==> config.mk <==
export PLATFORM = sky130hd
export DESIGN_NAME = abts_wrap
export DESIGN_NICKNAME = d
export VERILOG_FILES = /design/src/abts_pkg.sv /design/src/abts_wrap.sv
export SDC_FILE = /design/constraint.sdc
export NUM_CORES = 1
export LEC_CHECK = 0
export BUFFER_PORTS_ARGS = -buffer_cell sky130_fd_sc_hd__buf_2
export CAP_MARGIN = 20
export CORE_MARGIN = 2
export CORE_UTILIZATION = 45
export CTS_CLUSTER_DIAMETER = 40
export DETAILED_ROUTE_END_ITERATION = 8
export GPL_ROUTABILITY_DRIVEN = 0
export SKIP_LAST_GASP = 1
export SYNTH_ARGS = -nofsm -noshare
export SYNTH_HDL_FRONTEND = slang
export SYNTH_SLANG_ARGS = --single-unit
==> constraint.sdc <==
create_clock -name clk -period 11.49 [get_ports clk]
set_input_delay 1.7235 -clock clk [delete_from_list [all_inputs] [get_ports clk]]
set_output_delay 1.7235 -clock clk [all_outputs]
set_load 0.1 [all_outputs]
==> src/abts_pkg.sv <==
// ----------------------------------------------------------------------------
// abts_pkg
// Shared types and constants for the affine bilinear texture sampler.
// ----------------------------------------------------------------------------
package abts_pkg;

	localparam int MAX_SIDE   = 256;
	localparam int TEX_TEXELS = 65536;
	localparam int ADDR_W     = $clog2(TEX_TEXELS);
	localparam int SIDE_W     = $clog2(MAX_SIDE) + 1;
	localparam int COORD_W    = $clog2(MAX_SIDE);

	typedef enum logic [1:0] {
		ACT_WRITE = 2'd0,
		ACT_SETPOS = 2'd1,
		ACT_SAMPLE = 2'd2,
		ACT_NONE = 2'd3
	} action_t;

	typedef enum logic [1:0] {
		EDGE_CLIP = 2'd0,
		EDGE_WRAP = 2'd1,
		EDGE_MASK = 2'd2,
		EDGE_SPARE = 2'd3
	} edge_t;

	typedef enum logic [2:0] {
		REG_WIDTH = 3'd0,
		REG_HEIGHT = 3'd1,
		REG_EDGE = 3'd2,
		REG_SMOOTH = 3'd3,
		REG_ALPHA = 3'd4,
		REG_STEP_X = 3'd5,
		REG_STEP_Y = 3'd6,
		REG_SPARE = 3'd7
	} reg_index_t;

	typedef struct packed {
		logic [1:0]         action;
		logic [15:0]        texel_address;
		logic [31:0]        texel_value;
		logic signed [31:0] start_x;
		logic signed [31:0] start_y;
	} in_item_t;

	typedef struct packed {
		logic [7:0] channel_0;
		logic [7:0] channel_1;
		logic [7:0] channel_2;
		logic [7:0] alpha;
	} out_item_t;

	typedef struct packed {
		logic [2:0]  index;
		logic [31:0] data;
	} cfg_beat_t;

endpackage

==> src/abts_wrap.sv <==
// ----------------------------------------------------------------------------
// abts_wrap
// Iterative edge mapping of one signed coordinate onto a side: clamp, mask,
// or non-negative remainder by restoring subtraction, one bit per cycle.
// ----------------------------------------------------------------------------
module abts_wrap
	import abts_pkg::*;
(
	input  logic                clk,
	input  logic                arst_n,
	input  logic                start,
	input  logic signed [16:0]  coord,
	input  logic [SIDE_W-1:0]   side,
	input  logic [1:0]          mode,
	output logic                done,
	output logic [COORD_W-1:0]  result
);

	localparam int DIV_STEPS = 17;

	logic [4:0]        cnt_q;
	logic              busy_q;
	logic              neg_q;
	logic [16:0]       mag_q;
	logic [SIDE_W:0]   rem_q;
	logic [SIDE_W-1:0] side_q;
	logic [COORD_W-1:0] res_q;
	logic              done_q;

	logic [SIDE_W+1:0] trial;
	logic [SIDE_W:0]   rem_next;
	logic [16:0]       abs_coord;
	logic [SIDE_W:0]   fixed_rem;

	assign abs_coord = coord[16] ? 17'(-coord) : coord;
	assign trial     = {rem_q, mag_q[16]} - {2'b00, side_q};
	assign rem_next  = trial[SIDE_W+1] ? {rem_q[SIDE_W-1:0], mag_q[16]} : trial[SIDE_W:0];
	// negative remainder folds back into range
	assign fixed_rem = (neg_q && rem_next != '0) ? ({1'b0, side_q} - rem_next) : rem_next;

	always_ff @(posedge clk or negedge arst_n) begin
		if (!arst_n) begin
			busy_q <= 1'b0;
			done_q <= 1'b0;
			cnt_q  <= '0;
		end else begin
			done_q <= 1'b0;
			if (start) begin
				if (mode == EDGE_WRAP) begin
					busy_q <= 1'b1;
					cnt_q  <= '0;
					neg_q  <= coord[16];
					mag_q  <= abs_coord;
					rem_q  <= '0;
					side_q <= side;
				end else begin
					done_q <= 1'b1;
					if (mode == EDGE_MASK)
						res_q <= COORD_W'(coord) & COORD_W'(side - 1'b1);
					else if (coord[16])
						res_q <= '0;
					else if ({1'b0, coord} >= 18'(side))
						res_q <= COORD_W'(side - 1'b1);
					else
						res_q <= COORD_W'(coord);
				end
			end else if (busy_q) begin
				rem_q <= rem_next;
				mag_q <= {mag_q[15:0], 1'b0};
				cnt_q <= cnt_q + 1'b1;
				if (cnt_q == 5'(DIV_STEPS - 1)) begin
					busy_q <= 1'b0;
					done_q <= 1'b1;
					res_q  <= COORD_W'(fixed_rem);
				end
			end
		end
	end

	assign done   = done_q;
	assign result = res_q;

endmodule

==> flow_metrics.tcl, run 1 <==
set metrics [dict create \
    outcome "finished, final reports clean" \
    clk_pin_slew_worst_paths_ns 0.10 \
    route.vias.total 2927 \
    final_cell_mix "nor2_1, edfxtp_1, buf_2, inv_1, ha_1" \
    pwr-share-comb_pct 33.8 \
    start_util_pct 46.85 \
    ant_nets 0 \
    async_flop_share_pct 13.46 \
    antenna_found_initial 0 \
    cts_buffers 5 \
    period_share_pct 41.60 \
    synthCells 397 \
    yosysTopAreaCell "edfxtp_1" \
    slew_violations 0 \
    dp_hpwl_mm 6.575 \
    post_cts_buffers 0 \
    p_leak_nw 1.763 \
    drcViolationCount 0 \
    grt_pass1_wl_mm 14.35 \
    die_h_um 96.72 \
    grt_pass1_vias 3024 \
    drive_above_1_share_pct 16.36 \
    cts_tree "done" \
    internal_power_mw 0.3684 \
    htreeDepth 2 \
    pre_cts_ws_ns 6.584 \
    setup_violations 0 \
    worstPathCellList "inv_1 > ha_1 > inv_1 > fa_1 > a21oi_1 > o22ai_1 > mux2_2 > nand3_1 > and2_1 > a31oi_2 > nand4_1 > o21ai_1 > nor3b_1 > mux2_4 > a311oi_2" \
    grt.overflow.total 0 \
    required_ns 11.64 \
    drtPass1Iterations 4 \
    cp_slowest_cell "o21ai_1" \
    antenna_cells 0 \
    min_path_type "register to register" \
    hold_violations 0 \
    peakVddDrop_mv 0.07128 \
    clockBufferDepth 2 \
    end_kind "register" \
    min_period_ns 4.780 \
    cap_violations 0 \
    multiInputGateArea_mm2 0.002155 \
    final_common_cell "nor2_1" \
    port_buffers 39 \
    final_cell_area_mm2 0.004273 \
    cts_resized 0 \
    synth_nets 457 \
    area_growth_pct 10.45 \
    setup_ws_ns 6.710 \
    row_count 33 \
    coreArea_mm2 0.008258 \
    fin_skew_ns 0.01008 \
    clock_latency_ns 0.31 \
    p_seq_share_pct 43.1 \
    ys_ff_latch 52 \
    rsz0062_at_grt "no" \
    synth.top_cell.area_share_pct 34.93 \
    worst-setup-path-type "register to register" \
    cp_common_cell "inv_1" \
    p_sw_mw 0.1914 \
    cts_sinks 52 \
    synthTopCellsByArea "edfxtp_1, ha_1, dfrtp_1" \
    synth.cell_area_mm2 0.003869 \
    setup_tns_ns 0 \
    clock.fmax_ghz 0.2092 \
    powerDensity_mw_per_mm2 131.0 \
    fillers 761 \
    synth-edff-count 45 \
    syn_area_per_cell_um2 9.745 \
    ys.flop_type "edfxtp_1" \
    crit_fanout 14 \
    grt_max_degree 52 \
    relSlewSlack_pct 36.49 \
    ios 40 \
    yosys_warnings 0 \
    wl_mm 8.594 \
    startpoint_type "register" \
    place_area_mm2 0.004161 \
    slowest_delay_ns 0.78 \
    grtUsageTotal_pct 18.75 \
    worst_slew_pin_slew_ns 0.9464 \
    drt_iter0_markers 112 \
    crit_arrival_ns 4.93 \
    vias_per_cell 5.430 \
    ys_seq_area_share_pct 39.46 \
    cts_hold_buf 0 \
    seq_area_mm2 0.001526 \
    p_sw_share_pct 34.20 \
    die_x_um 96.72 \
    synth.lib_cells_used.distinct 61 \
    cts_root_buf "clkbuf_8" \
    fin_nets 493 \
    wl_per_cell_um 15.94 \
    fp.dieArea_mm2 0.009355 \
    p_clk_share_pct 23.1 \
]
through the flow:
step,total power [mW],util [%],cells,hold slack [ns]
after global routing,0.5919,51.74,539,0.5795
final,0.5598,51.74,539,0.5440
after CTS,0.5647,51.74,539,0.5496
after detailed placement,0.4346,50.39,531,0.5236
after floorplan,0.3895,-,397,0.4815
after global placement,0.4298,50.39,531,0.4990
synth_stat cells, drive strengths merged (3+ instances only):
cell type / count
o21ai: 15
ha: 28
nor3: 8
nor2b: 5
xor2: 19
a21oi: 27
and2: 4
nand2: 16
dfrtp: 7
nand4: 6
o31ai: 4
a31oi: 3
inv: 37
nor2: 46
o21bai: 4
mux2i: 12
a21o: 5
nand3: 11
edfxtp: 45
maj3: 3
mux2: 10
clkbuf: 5
xnor2: 18
o21a: 6
buf: 7
nand2b: 3
or3: 4
nor4: 4
a311oi: 3
final cells by class:
class,instances,share of cell area [%]
clock buffers,5,1.611
clock inverters,3,0.9956
inverters,37,3.250
multi-input cells,296,50.42
flip-flops and latches,52,35.72
well taps,105,3.075
repair buffers,41,4.919
sequential cells by signal (all words and copies together) (netlist names):
| signal | flops |
|---|---|
| mag_q | 17 |
| rem_q | 10 |
| side_q | 9 |
| result | 8 |
| cnt_q | 5 |
| busy_q | 1 |
| done | 1 |
| neg_q | 1 |
power groups by stage:
stage / sequential, mW / combinational, mW / clock (mW)
after detailed placement: 0.245 / 0.189 / 0
after global routing: 0.243 / 0.211 / 0.137
after floorplan: 0.258 / 0.131 / 0
final: 0.241 / 0.189 / 0.129
after CTS: 0.241 / 0.190 / 0.133
after global placement: 0.245 / 0.185 / 0
per-layer routing:
metal / GRT usage, % / vias to the layer above / part of all wire (%)
met3: 2.384 / 6 / 2.6
met5: 0 / - / 0
met4: 5.092 / 0 / 0.98
met2: 32.37 / 40 / 49
met1: 24.85 / 1372 / 47
li1: - / 1509 / -
worst max-delay path: cells and delay by family, from the launching register on:
family,cells,cell delay [ns]
and+or+nand+nor,4,1.15
muxes,2,0.59
buffers and inverters,2,0.13
AOI/OAI and AO/OA,5,1.74
adders and majority gates,2,0.55
DFF,1,0.44
cells by family after synthesis:
group | after synthesis | share of synthesized area [%]
AO/OA/AOI/OAI | 89 | 16.27
XOR/XNOR | 37 | 8.376
adder cells (fa/ha/maj) | 32 | 10.38
buffers and inverters | 49 | 4.916
flip-flops | 52 | 39.46
multiplexers | 22 | 6.113
AND/OR/NAND/NOR | 116 | 14.49
final timing paths:
kind / depth (start not counted) / start / slack, ns / to
worst max-delay path: 15 / mag_q[16]$_DFFE_PP_ / 6.71 / result[6]$_DFFE_PP_
worst min-delay path: 2 / busy_q$_DFFE_PN0P_ / 0.54 / busy_q$_DFFE_PN0P_
worst max register to register: 15 / mag_q[16]$_DFFE_PP_ / 6.71 / result[6]$_DFFE_PP_
worst min register to register: 2 / busy_q$_DFFE_PN0P_ / 0.54 / busy_q$_DFFE_PN0P_
max in group asynchronous: 1 / arst_n / 10.07 / cnt_q[2]$_DFFE_PN0P_
min in group asynchronous: 1 / arst_n / 1.23 / done$_DFF_PN0_
Power figures use the tool's default switching activity.
==> run 2, diff against run 1 <==
- PLACE_DENSITY: default -> 0.66
- clock period: 11.49 -> 4.33 ns (I/O delays scaled with it)
==> run 2 against run 1 <==
  * Maximum frequency up 14%
  * Critical path depth up 2
  * Register-to-register slack worse by 6.6 ns
  * Clock-buffer cell count up 1
  * Utilization up 1.5 points
  * Via count up 4.0%
  * Die area unchanged
  * Largest cell class unchanged
  * Largest power group unchanged
==> flow_metrics.tcl, run 2 (synthesis results as in run 1) <==
set metrics [dict create \
    min_period_ns 4.210 \
    drt_iter0_markers 140 \
    drive_above_1_share_pct 19.69 \
    largest_reg_flops 17 \
    crit_fanout 6 \
    worst_slew_pin_slew_ns 0.6160 \
    ant_nets 0 \
    period_share_pct 97.24 \
    slew_violations 0 \
    wl_per_cell_um 15.85 \
    final_common_cell "nor2_1" \
    port_buffers 39 \
    die_x_um 96.72 \
    grt.overflow.total 0 \
    cts_tree "done" \
    start_util_pct 46.85 \
    coreArea_mm2 0.008258 \
    drtPass1Iterations 5 \
    final_cell_area_mm2 0.004395 \
    p_leak_nw 1.824 \
    crit_path_start "mag_q[16]$_DFFE_PP_" \
    vias_per_cell 5.514 \
    r2r_start "mag_q[16]$_DFFE_PP_" \
    powerDensity_mw_per_mm2 332.6 \
    registers.top_by_ff_count "mag_q" \
    worst-setup-path-type "register to register" \
    end_kind "register" \
    cts_root_buf "clkbuf_8" \
    internal_power_mw 0.9498 \
    largestRegisters "mag_q (17), rem_q (10), side_q (9)" \
    fin_nets 506 \
    grtUsageTotal_pct 18.65 \
    startpoint_type "register" \
    ios 40 \
    htreeDepth 2 \
    busiest_layer "met2" \
    setup_violations 0 \
    wl_mm 8.747 \
    required_ns 4.39 \
    met3_usage_pct 2.818 \
    p_seq_share_pct 43.8 \
    row_count 33 \
    fp.dieArea_mm2 0.009355 \
    grtUsageMet1_pct 24.86 \
    dp_cells 542 \
    grt_max_degree 51 \
    dp_hpwl_mm 6.527 \
    p_sw_mw 0.5120 \
    route.vias.total 3044 \
    pre_cts_ws_ns 0.02512 \
    crit_arrival_ns 4.27 \
    fin_skew_ns 0.01325 \
    stdcell_count 552 \
    grt.met2_usage_pct 31.20 \
    p_sw_share_pct 35.02 \
    clockBufferDepth 2 \
    cts_buffers 5 \
    final_cell_mix "nor2_1, edfxtp_1, buf_2, inv_1, ha_1" \
    clk_pin_slew_worst_paths_ns 0.10 \
    outcome "finished, final reports clean" \
    power_mw 1.462 \
    cap_violations 0 \
    drcViolationCount 0 \
    area_growth_pct 13.62 \
    peakVddDrop_mv 0.1638 \
    grt_pass1_vias 3099 \
    setup_ws_ns 0.1196 \
    p_clk_share_pct 18.9 \
    antenna_found_initial 0 \
    die_h_um 96.72 \
    cts_sinks 52 \
    clock.fmax_ghz 0.2375 \
    hold_violations 0 \
    place_area_mm2 0.004257 \
    min_path_type "input pin to asynchronous set/reset pin" \
    pwr-share-comb_pct 37.3 \
    relSlewSlack_pct 58.85 \
    rsz0062_at_grt "yes" \
    grt_pass1_wl_mm 14.46 \
    antenna_cells 0 \
    clock_latency_ns 0.31 \
]
-- run 2: changes by cell type in the layout (fill, tap and decap cells not counted), sizes merged --
cell,delta
buf,+13
bufinv,-1
clkbuf,+1
-- run 2: critical path: stages, from the launching register on --
cell and delay (ns):
edfxtp_1 0.44, inv_1 0.08, ha_1 0.17, inv_1 0.06, fa_2 0.35, a21oi_2 0.15, o22ai_1 0.12, mux2_4 0.36
nand3_1 0.12, mux2i_1 0.28, ha_1 0.34, a2111oi_1 0.46, nor4_1 0.13, buf_4 0.16, maj3_1 0.37, a21o_1 0.19
o21ai_1 0.07, nand3_1 0.09
-- run 2: timing repair --
item                       4_1_cts  5_1_grt
hold buffers                     0        0
pin swaps                        0        2
gates resized for setup          1        9
setup endpoints to repair        1        2
buffers inserted                 0        2
gates cloned                     0        0
-- run 2: metrics by stage --
step                util, %  TNS (ns)  hold WS, ns
CTS                   52.61         0       0.1686
finish                53.23         0       0.1644
global route          53.23  -0.09972       0.1732
detailed placement    51.55         0       0.5097
floorplan                 -         0       0.3539
global placement      51.55         0       0.5029
-- run 2: cell type report --
type | instances | area (µm²)
Timing Repair Buffer | 54 | 320.3
Multi-Input combinational cell | 296 | 2195
Sequential cell | 52 | 1526
Clock inverter | 2 | 11.26
Inverter | 37 | 138.9
Clock buffer | 6 | 72.57
Tap cell | 105 | 131.4
Fill cell | 769 | 3862
-- run 2: path summary, 6_finish.rpt --
kind,to,slack (ns),depth (start not counted)
min in group clk,side_q[8]$_DFFE_PP_,0.54,1
setup / recovery,result[7]$_DFFE_PP_,0.12,17
max in group asynchronous,cnt_q[3]$_DFFE_PN0P_,3.98,1
hold / removal,busy_q$_DFFE_PN0P_,0.16,1
setup reg to reg,result[7]$_DFFE_PP_,0.12,17
hold reg to reg,cnt_q[4]$_DFFE_PN0P_,0.55,2
-- run 2: power by group through the flow --
stage | Clock (mW) | Combinational, mW | Sequential, mW
3_5_place_dp | 0 | 0.526 | 0.651
5_1_grt | 0.303 | 0.605 | 0.646
2_1_floorplan | 0 | 0.348 | 0.686
3_3_place_gp | 0 | 0.515 | 0.651
6_report | 0.277 | 0.545 | 0.640
4_1_cts | 0.286 | 0.531 | 0.640
-- run 2: metal layers --
metal  vias to the layer above  wire (µm)
met2                        51       4403
met1                      1448       3935
met5                         -          0
met4                         0        113
li1                       1535          -
met3                        10        295
==> run 3, diff against run 2 <==
- CORE_ASPECT_RATIO: default -> 0.7
==> run 3 against run 2 <==
  * Non-clock buffer count up 2
  * Worst hold slack better by 0.024 ns
  * Largest cell class unchanged
  * Combinational power up 6.2%
  * Highest routed layer unchanged
==> flow_metrics.tcl, run 3 (synthesis results as in run 1) <==
set metrics [dict create \
    grt_max_degree 52 \
    clock_latency_ns 0.29 \
    dr_wl_met3_um 693 \
    grtUsageTotal_pct 20.79 \
    setup_violations 0 \
    p_sw_share_pct 34.42 \
    antenna_found_initial 0 \
    pwr-share-comb_pct 35.7 \
    worst_slew_pin_slew_ns 0.9717 \
    drive_above_1_share_pct 21.83 \
    p_seq_share_pct 39.6 \
    row_count 28 \
    fp.dieArea_mm2 0.009366 \
    vias_per_cell 5.771 \
    clockBufferDepth 2 \
    pre_cts_ws_ns 0.009940 \
    wl_met1_mm 4.966 \
    grt_pass1_wl_mm 14.81 \
    drtPass1Iterations 4 \
    final_cell_mix "nor2_1, edfxtp_1, buf_2, inv_1, ha_1" \
    die_x_um 114.8 \
    start_util_pct 46.01 \
    seq_area_mm2 0.001526 \
    htreeDepth 2 \
    power_mw 1.620 \
    worst-setup-path-type "register to register" \
    largestRegisters "mag_q (17), rem_q (10), side_q (9)" \
    cap_violations 0 \
    route.vias.total 3197 \
    final_common_cell "nor2_1" \
    crit_fanout 5 \
    cp_slowest_cell "or3b_4" \
    min_period_ns 4.195 \
    drcViolationCount 0 \
    crit_family "adder cells" \
    cts_tree "done" \
    slowest_delay_ns 0.41 \
    cts_root_buf "clkbuf_16" \
    startpoint_type "register" \
    drt_iter0_markers 207 \
    coreArea_mm2 0.008408 \
    grt.overflow.total 0 \
    antenna_cells 0 \
    dr_wl_met2_mm 3.936 \
    p_leak_nw 1.866 \
    dr.max_layer_used "met4" \
    wl_mm 9.657 \
    crit_arrival_ns 4.32 \
    grt_pass1_vias 2814 \
    place_area_mm2 0.004244 \
    port_buffers 39 \
    worstPathCellList "inv_1 > ha_1 > inv_1 > fa_2 > a21oi_4 > o22ai_1 > mux2_4 > a31oi_4 > a41oi_2 > xnor2_1 > ha_1 > or3b_4 > a21oi_2 > maj3_2 > o21bai_1 > maj3_2 > mux2_4 > a311oi_2" \
    fin_skew_ns 0.003616 \
    largest_reg_flops 17 \
    clk_pin_slew_worst_paths_ns 0.07 \
    cts_sinks 52 \
    area_growth_pct 16.07 \
    crit_buf_inv 2 \
    wl_per_cell_um 17.43 \
    required_ns 4.46 \
    internal_power_mw 1.062 \
    ant_nets 0 \
    peakVddDrop_mv 0.2405 \
    relSlewSlack_pct 35.22 \
    period_share_pct 96.89 \
    outcome "finished, final reports clean" \
    die_h_um 81.58 \
    fillers 759 \
    ios 40 \
    registers.top_by_ff_count "mag_q" \
    end_kind "register" \
    fin_nets 508 \
    hold_violations 0 \
    powerDensity_mw_per_mm2 360.7 \
    slew_violations 0 \
    p_sw_mw 0.5575 \
    clock.fmax_ghz 0.2384 \
    final_cell_area_mm2 0.004491 \
    cts_buffers 5 \
    min_path_type "input pin to asynchronous set/reset pin" \
    final_util_pct 53.41 \
    setup_ws_ns 0.1346 \
    dp_hpwl_mm 7.244 \
    multiInputGateArea_mm2 0.002227 \
    p_clk_share_pct 24.6 \
    setup_tns_ns 0 \
]
[run 3: cell types whose count changed in the layout (fill, tap and decap cells not counted), moves of 2 or more]
cell | before | now
clkbuf_16 | 0 | 5
clkbuf_8 | 5 | 0
buf_4 | 14 | 17
a2111oi_1 | 2 | 0
a2111oi_2 | 0 | 2
clkinv_2 | 0 | 2
[run 3: what timing repair did]
item	CTS	global route
endpoints found under the setup margin	1	8
pin swaps	0	4
gates resized for setup	2	15
setup buffers	0	4
hold buffers	0	0
[run 3: through the flow]
step / std cells / hold WS [ns]
floorplan: 397 / 0.3539
global placement: 542 / 0.5021
finish: 554 / 0.1884
CTS: 550 / 0.1844
detailed placement: 542 / 0.5052
global route: 554 / 0.1987
[run 3: worst reg2reg max path, cell delays in order (launching register included)]
cell	delay, ns
edfxtp_1	0.39
inv_1	0.07
ha_1	0.16
inv_1	0.05
fa_2	0.37
a21oi_4	0.18
o22ai_1	0.13
mux2_4	0.36
a31oi_4	0.17
a41oi_2	0.07
xnor2_1	0.16
ha_1	0.20
or3b_4	0.41
a21oi_2	0.15
maj3_2	0.22
o21bai_1	0.09
maj3_2	0.32
mux2_4	0.30
a311oi_2	0.22
[run 3: power groups by stage]
stage          Clock (mW)  Combinational (mW)  Sequential (mW)
3_5_place_dp            0               0.537            0.651
5_1_grt             0.425               0.636            0.647
6_report            0.399               0.579            0.642
4_1_cts             0.408               0.544            0.642
2_1_floorplan           0               0.348            0.686
3_3_place_gp            0               0.525            0.650
[run 3: worst paths after layout]
| path | startpoint | endpoint | slack, ns | cells after the start |
|---|---|---|---|---|
| max | mag_q[16]$_DFFE_PP_ | result[6]$_DFFE_PP_ | 0.13 | 18 |
| min | arst_n | cnt_q[4]$_DFFE_PN0P_ | 0.19 | 1 |
| max reg2reg | mag_q[16]$_DFFE_PP_ | result[6]$_DFFE_PP_ | 0.13 | 18 |
| min reg2reg | busy_q$_DFFE_PN0P_ | busy_q$_DFFE_PN0P_ | 0.54 | 2 |
| max in group asynchronous | arst_n | cnt_q[2]$_DFFE_PN0P_ | 3.97 | 1 |
| min in group clk | busy_q$_DFFE_PN0P_ | busy_q$_DFFE_PN0P_ | 0.54 | 2 |
[run 3: area by class of cell]
| class | instances | area share, % |
|---|---|---|
| clock inverter | 3 | 0.4179 |
| tap | 105 | 2.926 |
| timing repair buffer | 56 | 7.189 |
| clock buffer | 5 | 2.786 |
| inverter | 37 | 3.093 |
| sequential | 52 | 33.99 |
| multi-input combinational | 296 | 49.60 |
[run 3: routing by layer]
layer | track usage, % | vias up
met1 | 33.75 | 1527
met2 | 28.05 | 126
li1 | - | 1538
met4 | 3.855 | 0
met3 | 4.059 | 6
met5 | 0 | -
